### src/rtl/sbeh_pkg.sv
`timescale 1ns / 1ps
// ----------------------------------------------------------------------------
// sbeh_pkg
// Shared types, codes and the heap ordering rule for the eviction heap.
// ----------------------------------------------------------------------------
package sbeh_pkg;

	localparam logic [1:0] ACT_INSERT = 2'd0;
	localparam logic [1:0] ACT_USE    = 2'd1;

	localparam logic [2:0] ST_OK       = 3'd0;
	localparam logic [2:0] ST_NOTFOUND = 3'd1;
	localparam logic [2:0] ST_NOSPACE  = 3'd2;
	localparam logic [2:0] ST_FULL     = 3'd3;
	localparam logic [2:0] ST_DUP      = 3'd4;

	localparam logic KIND_EVICT = 1'b0;
	localparam logic KIND_DONE  = 1'b1;

	typedef enum logic [2:0] {
		S_IDLE,
		S_LOOK,
		S_FIT,
		S_ADD,
		S_RISE,
		S_SINK_A,
		S_SINK_B,
		S_DONE
	} state_t;

	typedef struct packed {
		logic        wr;
		logic        clr;
		logic        bump;
		logic [31:0] key;
		logic [31:0] expiry;
		logic [31:0] size;
		logic [7:0]  inc;
	} cmd_t;

	typedef struct packed {
		logic        valid;
		logic [31:0] key;
		logic [31:0] expiry;
		logic [31:0] use_cnt;
		logic [31:0] size;
	} view_t;

	function automatic logic precedes(input view_t a, input view_t b);
		logic r;
		if (a.expiry != b.expiry) begin
			r = a.expiry < b.expiry;
		end else begin
			r = a.use_cnt < b.use_cnt;
		end
		return r;
	endfunction

endpackage

### src/rtl/sbeh_cell.sv
`timescale 1ns / 1ps
// ----------------------------------------------------------------------------
// sbeh_cell
// One directory slot: stores an entry, matches the lookup key and takes part
// in the first-free search passed along the row.
// ----------------------------------------------------------------------------
module sbeh_cell (
	input  logic              clk,
	input  logic              arst_n,
	input  sbeh_pkg::cmd_t    cmd,
	input  logic              sel,
	input  logic [31:0]       match_key,
	input  logic              free_in,
	output logic              free_out,
	output logic              first_free,
	output logic              hit,
	output sbeh_pkg::view_t   view
);

	logic        valid_q;
	logic [31:0] key_q;
	logic [31:0] expiry_q;
	logic [31:0] use_q;
	logic [31:0] size_q;
	logic [32:0] use_sum;

	assign use_sum = {1'b0, use_q} + {25'd0, cmd.inc};

	always_ff @(posedge clk or negedge arst_n) begin
		if (!arst_n) begin
			valid_q <= 1'b0;
		end else if (sel && cmd.wr) begin
			valid_q <= 1'b1;
		end else if (sel && cmd.clr) begin
			valid_q <= 1'b0;
		end
	end

	always_ff @(posedge clk) begin
		if (sel && cmd.wr) begin
			key_q    <= cmd.key;
			expiry_q <= cmd.expiry;
			size_q   <= cmd.size;
			use_q    <= '0;
		end else if (sel && cmd.bump) begin
			use_q <= use_sum[32] ? 32'hFFFF_FFFF : use_sum[31:0];
		end
	end

	assign hit        = valid_q && (key_q == match_key);
	assign first_free = !valid_q && !free_in;
	assign free_out   = free_in || !valid_q;

	assign view.valid   = valid_q;
	assign view.key     = key_q;
	assign view.expiry  = expiry_q;
	assign view.use_cnt = use_q;
	assign view.size    = size_q;

endmodule

### config.mk
export PLATFORM = sky130hd
export DESIGN_NAME = sbeh_cell
export DESIGN_NICKNAME = d
export VERILOG_FILES = /design/src/rtl/sbeh_pkg.sv /design/src/rtl/sbeh_cell.sv
export SDC_FILE = /design/constraint.sdc
export NUM_CORES = 1
export LEC_CHECK = 0
export ABC_AREA = 1
export BUFFER_PORTS_ARGS = -buffer_cell sky130_fd_sc_hd__buf_4
export CAP_MARGIN = 20
export CORE_MARGIN = 8
export CORE_UTILIZATION = 47
export CTS_CLUSTER_DIAMETER = 80
export DETAILED_ROUTE_END_ITERATION = 8
export PLACE_DENSITY = 0.81
export SYNTH_ARGS = -nofsm -noshare
export SYNTH_HDL_FRONTEND = slang
export SYNTH_SLANG_ARGS = --single-unit
### constraint.sdc
create_clock -name clk -period 2.7 [get_ports clk]
set_input_delay 0 -clock clk [delete_from_list [all_inputs] [get_ports clk]]
set_output_delay 0 -clock clk [all_outputs]
set_load 0.02 [all_outputs]
* Yosys cells after proc, flatten, opt, wreduce, memory -nomap -nowiden *
Cells that the tools add are included.

storage, ports and cells
  flip-flop bits (word level) = 129
  input bits = 143
  output and inout port bits = 132
  word-level logic and storage cells = 19

operators by class
  add/sub/neg operators = 1
  equal/unequal tests = 1
  multiplexer cells = 3
  reductions and logical operators = 9

operators by type and width
  kind               count
  $add 32x8->33      1
  $eq 32x32->1       1
  $mux 32            1
  $logic_and 1x1->1  5
  $logic_not 1->1    2
  $mux 1             2
  $reduce_bool 2->1  1
  $logic_or 1x1->1   1

* Longest topological paths before layout *
Gate-level depths: netlist (run 1).

  depth after elaboration = 3
  depth in mapped cells = 14
  mapped depth without buffers = 14

* Least setup slack after synthesis (run 1) *
No wires, ideal clock.

  path type = input-to-reg
  start point = in sel
  end point = reg expiry_q[0], enable pin
  setup time = 0.500 ns
  data arrival time = 3.083 ns
  data required time = 2.200 ns
  path slack = -0.882 ns
  cell stages on the path = 3
  cells stage by stage = nand2_1 -> inv_1 -> clkbuf_1

between the ends
  word-level cells in the longest chain between the ends = 1

ends and longest elaborated chain
  what                  RTL line         source
  start, declared       sbeh_cell.sv:11  input logic sel,
  $logic_and 1x1->1     sbeh_cell.sv:40  if (sel && cmd.wr) begin
  end signal, assigned  sbeh_cell.sv:42  expiry_q <= cmd.expiry;
  end, declared         sbeh_cell.sv:22  logic [31:0] expiry_q;

Every way passes these cells.
A chain may end at the register's enable or synchronous reset.

* Worst setup path after layout (run 1) *
  start point = reg key_q[22]
  end point = out hit

between the ends
  word-level cells in the longest chain between the ends = 2

ends and longest elaborated chain
  what                    RTL line         source
  start, declared         sbeh_cell.sv:21  logic [31:0] key_q;
  start signal, assigned  sbeh_cell.sv:41  key_q <= cmd.key;
  $eq 32x32->1            sbeh_cell.sv:50  assign hit = valid_q && (key_q == match_key);
  $logic_and 1x1->1       sbeh_cell.sv:50
  end, declared           sbeh_cell.sv:16  output logic hit,

Every way passes these cells.

==> run metrics, run 1 <==
Required @ worst endpoint 2.70 ns; outcome complete, no violations; unrepaired setup endpoints after global routing false; Sink Count 129; Net Count, Synth 758; pre-CTS setup slack 0.686 ns; clock tree root driver cell clkbuf_16; Seq/Total Area, Yosys 0.601; Critical Path End hit; Seq cells post-synth 129; DR WL/cell 20.3 µm; Reg2Reg Launch Point use_q[0]; fmax 0.490 GHz; critical path arrival 2.04 ns; Boundary Pins 275; vias per cell 5.14; GPL Wtd Cong 0.884; H-tree depth 4; P_leak 4.45 nW; postcts setup bufs 0; post-synthesis compound-gate area fraction 0.0553; Max-Cap Viols 0; mapped cell area 5900 µm²; CP max stage cell edfxtp_1; CTS Buf Count 17; Final TNS setup 0 ns; DRT iter0 DRCs 560; largest family of logic cells by synthesized area simple AND/OR/NAND/NOR gates; via count 6081; CP Cell Sequence inv_1, nand2_1, o21ai_0, nand3b_1, nor4_1, nand3b_1, nor2_1, buf_4; final setup skew 0.00868 ns; Initial Util 0.474; top cells by area, synth edfxtp_1 49%, dfxtp_1 11%, nand2_1 9.8%, inv_1 6.1%, nand3_1 3.6%; Post-synth EDFFs 96; pwr/cell area 582 nW/µm²; count leader, synth nand2_1; Die Wd 128 µm; max-slew violation count 0; Final Instance Area 9750 µm²; synth unique cells 38; CP most frequent cell nand3b_1; post_cts resized 0; ANT nets after route 0; Clock Path Buffers 2; max incr delay on CP 0.37 ns; adder-cell area share of the yosys netlist 0.0203; number of cells after detailed placement 1048; hold depth 4; WP depth 8; Setup Viol. Count Final 0; worst reg-to-reg path cell count 12; first-pass GRT wire length 35.7 mm; row cnt 41; Async SR Flop Fraction 0.00775; Final period util 0.756; GRT Residual Overflow 0; Clk Latency, worst-skew pair 0.42 ns; CORE AREA 12500 µm²; cts-stage hold buffer count 102; Startpoint Class register; Rel. slew slack 0.534; critical path startpoint key_q[22]; R2R Setup Slk 0.67 ns; Worst Path Max Fanout 2; number of remaining DRC errors 0; vias in the first global route 6222; post-place instance area 8180 µm²; Crit Path Class reg2out; # diodes 0; Final WS setup 0.660 ns; CTS tree done; Avg Inst Size Synth 9.74 µm²; Crit path max-delay family simple AND/OR/NAND/NOR gates; layout cells sized above 1 0.336; Synth Area in Simple Gates 0.231; Worst Setup End Kind output port; clock slew at reported path FFs 0.05 ns; Peak VDD IR 399 µV; Final Hold Fails 0; synth cell count leaders 154 x nand2_1, 96 x edfxtp_1, 96 x inv_1, 48 x nor2_1, 43 x nand3_1; first drt pass iteration count 5; Post-Synthesis Cells 606; maximum number of pins on one net before global-route repair 57; Synth top area share 0.488; RR Endpoint use_q[19]; die area 16400 µm²; total track usage 0.291; Die Span Y 128 µm; dominant synthesized flop cell edfxtp_1; Slew @ Worst Pin 0.698 ns; Detailed Place HPWL 15.6 mm; minimum clock period 2.04 ns; final WL 24.0 mm; Post-Synth XOR/XNOR Area 0.0223; initial antenna violation count 0; Layout Nets 1149; total number of yosys warnings 0; Buf/Inv on CP 2; proportion of synthesized area in mux cells 0; P&R area growth vs syn 65.2%; worst hold path type in2reg; port bufs 274; Yosys top cell by area edfxtp_1; Non-Filler Instances 1182
==> kinds of logic (layout without fill, tap and decap cells) <==
family                   after synthesis  after routing
AO/OA/AOI/OAI                         50             50
XOR/XNOR                              15             15
adder cells (fa/ha/maj)                9              9
buffers and inverters                106            510
flip-flops                           129            129
AND/OR/NAND/NOR                      297            297
==> how the worst min path moves through the flow <==
| stage | startpoint | endpoint | slack, ns |
|---|---|---|---|
| final | cmd[106] | valid_q | 0.03 |
| after global routing | cmd[106] | valid_q | 0.05 |
| after CTS | cmd[106] | valid_q | 0.02 |
| after detailed placement | arst_n | valid_q | -0.22 |
| after global placement | arst_n | valid_q | -0.22 |
| after floorplan | arst_n | valid_q | -0.30 |
==> sequential cells by signal, indices dropped and copies added (netlist names) <==
register and flops:
valid_q 1, key_q 32, expiry_q 32, size_q 32
use_q 32
==> cell type report <==
class | instances | area [µm²]
sequential | 129 | 3550
timing repair buffer | 380 | 3120
multi-input combinational | 371 | 1940
fill | 793 | 2710
tap | 172 | 215
clock buffer | 23 | 448
clock inverter | 9 | 109
inverter | 98 | 370
==> power breakdown <==
part           internal (W)  switching (W)
Sequential          0.00228      0.0000869
Combinational      0.000515       0.000582
Clock               0.00136       0.000862
Total               0.00415        0.00153
==> through the flow <==
| stage | total power (W) | utilization | hold WS [ns] |
|---|---|---|---|
| 2_1_floorplan | 0.00285 | - | -0.296 |
| 3_3_place_gp | 0.00329 | 0.656 | -0.224 |
| 3_5_place_dp | 0.00332 | 0.656 | -0.223 |
| 4_1_cts | 0.00562 | 0.782 | 0.0219 |
| 5_1_grt | 0.00585 | 0.782 | 0.0522 |
| 6_report | 0.00568 | 0.782 | 0.0320 |
==> worst register-to-register path: cells and delay by family (launching register included) <==
family,cells,cell delay [ns]
DFF,1,0.32
and+or+nand+nor,9,0.96
adders and majority gates,2,0.62
buffers and inverters,1,0.04
==> cell usage in the layout, fill, tap and decap left out, drive strengths merged, types with 8 or more instances in the layout <==
| cell type | n |
|---|---|
| buf | 278 |
| nand2 | 158 |
| dlygate4sd3 | 102 |
| inv | 99 |
| edfxtp | 96 |
| nor2 | 54 |
| nand3 | 50 |
| dfxtp | 32 |
| clkbuf | 23 |
| o21ai | 14 |
| a21oi | 14 |
| nand4 | 12 |
| xor2 | 10 |
| ha | 8 |
==> per-layer routing <==
| metal | share of wire | GRT usage |
|---|---|---|
| met1 | 0.34 | 0.301 |
| met2 | 0.52 | 0.526 |
| met3 | 0.087 | 0.0707 |
| met4 | 0.047 | 0.168 |
| met5 | 0 | 0 |
(Power assumes the default switching activity.)
==> run 2: changes to the inputs <==
ABC_AREA = 0   (was 1)
CORE_UTILIZATION = 41   (was 47)
PLACE_DENSITY = 0.77   (was 0.81)
clock period = 1.7 ns   (was 2.7 ns; I/O delays follow)
==> run 2 against run 1 <==
The flow now finishes with violations (setup timing). Sequential power increased by 58%. Area after synthesis decreased by 12%. Critical endpoint is now use_q[22]. Critical path type is now reg2reg. Largest cell class is now non-clock buffers. Register-to-register slack got worse by 1.3 ns. Largest power group is now the clock network. Design area decreased by 0.19%. Synthesized cell count decreased by 41%. Sequential share of layout area increased by 0.11 points. Flip-flop and latch count unchanged. Total power increased by 66%.
==> run metrics, run 2 <==
outcome finished, violations left; violated checks setup timing; R2R Setup Slk -0.58 ns (-1.25 ns); synth unique cells 51 (+34%); Non-Filler Instances 989 (-16%); final setup skew 0.00393 ns (-0.00475 ns); pwr/cell area 969 nW/µm² (+66%); Worst Path Max Fanout 4 (+2); port bufs 274 (unchanged); worst reg-to-reg path cell count 9 (-3); Sw Share 0.263 (-0.00669); Async SR Flop Fraction 0.00775 (unchanged); DR WL/cell 20.9 µm (+2.9%); number of remaining DRC errors 0 (unchanged); Sequential Power Share 0.395 (-0.021); Synth top area share 0.556 (+0.0674); critical path arrival 2.58 ns (+0.54 ns); number of cells after detailed placement 845 (-19%); Clock Path Buffers 2 (unchanged); Slew @ Worst Pin 0.491 ns (-0.208 ns); unrepaired setup endpoints after global routing true; commonest non-fill, non-tap cell in the layout buf_4; Worst Setup End Kind register; pre-CTS setup slack -0.479 ns (-1.17 ns); Net Count, Synth 507 (-33%); Logic pwr share 0.206 (+0.013); Yosys top cell by area edfxtp_1; Seq cells post-synth 129 (unchanged); first drt pass iteration count 4 (-1); P_leak 4.06 nW (-8.7%); Boundary Pins 275 (unchanged); mapped cell area 5190 µm² (-12%); most frequent cells in the layout 328 x buf_4, 101 x dlygate4sd3_1, 96 x edfxtp_1, 43 x xnor2_1, 31 x dfxtp_1; Initial Util 0.416 (-0.0574); total track usage 0.240 (-0.0511); hold depth 4 (unchanged); clock slew at reported path FFs 0.06 ns (about the same); GRT Residual Overflow 0 (unchanged); fmax 0.438 GHz; Max-Cap Viols 0 (unchanged); Final Hold Fails 0 (unchanged); Peak VDD IR 653 µV (+64%); ANT nets after route 0 (unchanged); row cnt 41 (unchanged); dominant synthesized flop cell edfxtp_1; synth cell count leaders 96 x edfxtp_1, 46 x xnor2_1, 32 x dfxtp_1, 18 x a21oi_1, 12 x nand2_1; CTS Buf Count 17 (unchanged); Sink Count 129 (unchanged); minimum clock period 2.28 ns; maximum number of pins on one net before global-route repair 65 (+14%); Clk Latency, worst-skew pair 0.41 ns (about the same); Setup Viol. Count Final 33 (+33); DRT iter0 DRCs 368 (-34%); CORE AREA 12500 µm² (unchanged); max-slew violation count 0 (unchanged); count leader, synth edfxtp_1; Post-Synthesis Cells 355 (-41%); vias in the first global route 5244 (-16%); total number of yosys warnings 0 (unchanged); Seq/Total Area, Yosys 0.684 (+0.0829); Rel. slew slack 0.670 (+0.135); worst hold path type in2reg; clock power share 0.399 (+0.008); Hold EP valid_q; Final WS setup -0.582 ns (-1.24 ns); first-pass GRT wire length 29.8 mm (-17%); Detailed Place HPWL 13.1 mm (-16%); Post-synth EDFFs 96 (unchanged); H-tree depth 4 (unchanged); vias per cell 5.00 (-2.8%); via count 4948 (-19%); Finished Core Util 0.781 (-0.00151); switching power 0.00248 W (+62%); GPL Wtd Cong 0.885 (+0.10%); Crit Path Class reg2reg; Required @ worst endpoint 1.99 ns (-0.71 ns); Pint 0.00695 W (+68%); Layout Nets 955 (-17%); Startpoint Class register; layout cells sized above 1 0.520 (+0.184); Final period util 1.34; initial antenna violation count 1 (+1); die area 16500 µm² (+0.64%); Final TNS setup -12.09 ns (-12.09 ns); Die Wd 128 µm (+0.32%); Avg Inst Size Synth 14.6 µm² (+50%); HP Start cmd[106]; Reg2Reg Launch Point use_q[7]; Die Span Y 128 µm (+0.32%); CTS tree done; RR Endpoint use_q[22]; top cells by area, synth edfxtp_1 56%, dfxtp_1 12%, xnor2_1 7.8%, ha_1 1.9%, a21oi_1 1.7%; clock tree root driver cell clkbuf_16; final WL 20.7 mm (-14%); P&R area growth vs syn 87.7%
run 2: logic make-up (layout without fill, tap and decap cells):
logic type               after synthesis  after routing  share of synthesized area
flip-flops                           129            129                      0.684
AND/OR/NAND/NOR                       81             83                      0.106
AO/OA/AOI/OAI                         66             66                     0.0813
XOR/XNOR                              54             54                     0.0912
buffers and inverters                 16            475                     0.0147
adder cells (fa/ha/maj)                9              9                     0.0232
other                                  0              1                          0
run 2: power groups by stage:
stage / combinational (W) / clock [W] / sequential [W]
floorplan: 0.000472 / 0 / 0.00403
global placement: 0.00155 / 0 / 0.00376
detailed placement: 0.00159 / 0 / 0.00378
CTS: 0.00184 / 0.00380 / 0.00371
global route: 0.00204 / 0.00396 / 0.00374
finish: 0.00194 / 0.00376 / 0.00373
run 2: layer usage:
layer,GRT usage,share of wire,vias to the layer above
li1,-,-,2242
met1,0.243,0.35,2431
met2,0.449,0.55,233
met3,0.0559,0.071,42
met4,0.123,0.030,0
met5,0,0,-
run 2: how the worst max path moves through the flow:
stage                         from   endpoint  slack, ns  cells after the start
after floorplan           use_q[0]  use_q[11]      -0.53                      9
after global placement    use_q[0]  use_q[27]      -0.44                      8
after detailed placement  use_q[0]  use_q[28]      -0.48                      8
after CTS                 use_q[0]  use_q[20]      -0.49                      9
after global routing      use_q[7]  use_q[22]      -0.68                      9
final                     use_q[7]  use_q[22]      -0.58                      9
run 2: what timing repair did:
item                                    CTS  global route
hold buffers                            101             0
endpoints found under the setup margin   33            33
setup buffers                             4             4
hold endpoints to repair                 99             0
cloned                                    1             1
pin swaps                                21            19
gates resized for setup                   9            21
run 2: worst max-delay path, cell delays in order (launching register included):
cell and delay, ns:
dfxtp_1 0.32, ha_1 0.35, buf_4 0.16, nand2_1 0.06, a21oi_2 0.29, nand2_4 0.12, buf_6 0.14, nor4_1 0.43
xnor2_1 0.21, a21oi_1 0.09
run 2: layout make-up:
type,count,area (µm²)
antenna,1,2.50
clock buffer,18,429
clock inverter,14,179
fill,755,2730
inverter,8,32.5
multi-input combinational,212,1760
sequential,129,3550
tap,172,215
timing repair buffer,435,3570
run 2: stage by stage:
stage	cell area [µm²]	hold WS (ns)	power, W
2_1_floorplan	5240	-0.296	0.00450
3_3_place_gp	7870	-0.223	0.00532
3_5_place_dp	7870	-0.220	0.00537
4_1_cts	9580	0.0634	0.00935
5_1_grt	9730	0.102	0.00975
6_report	9730	0.0966	0.00943
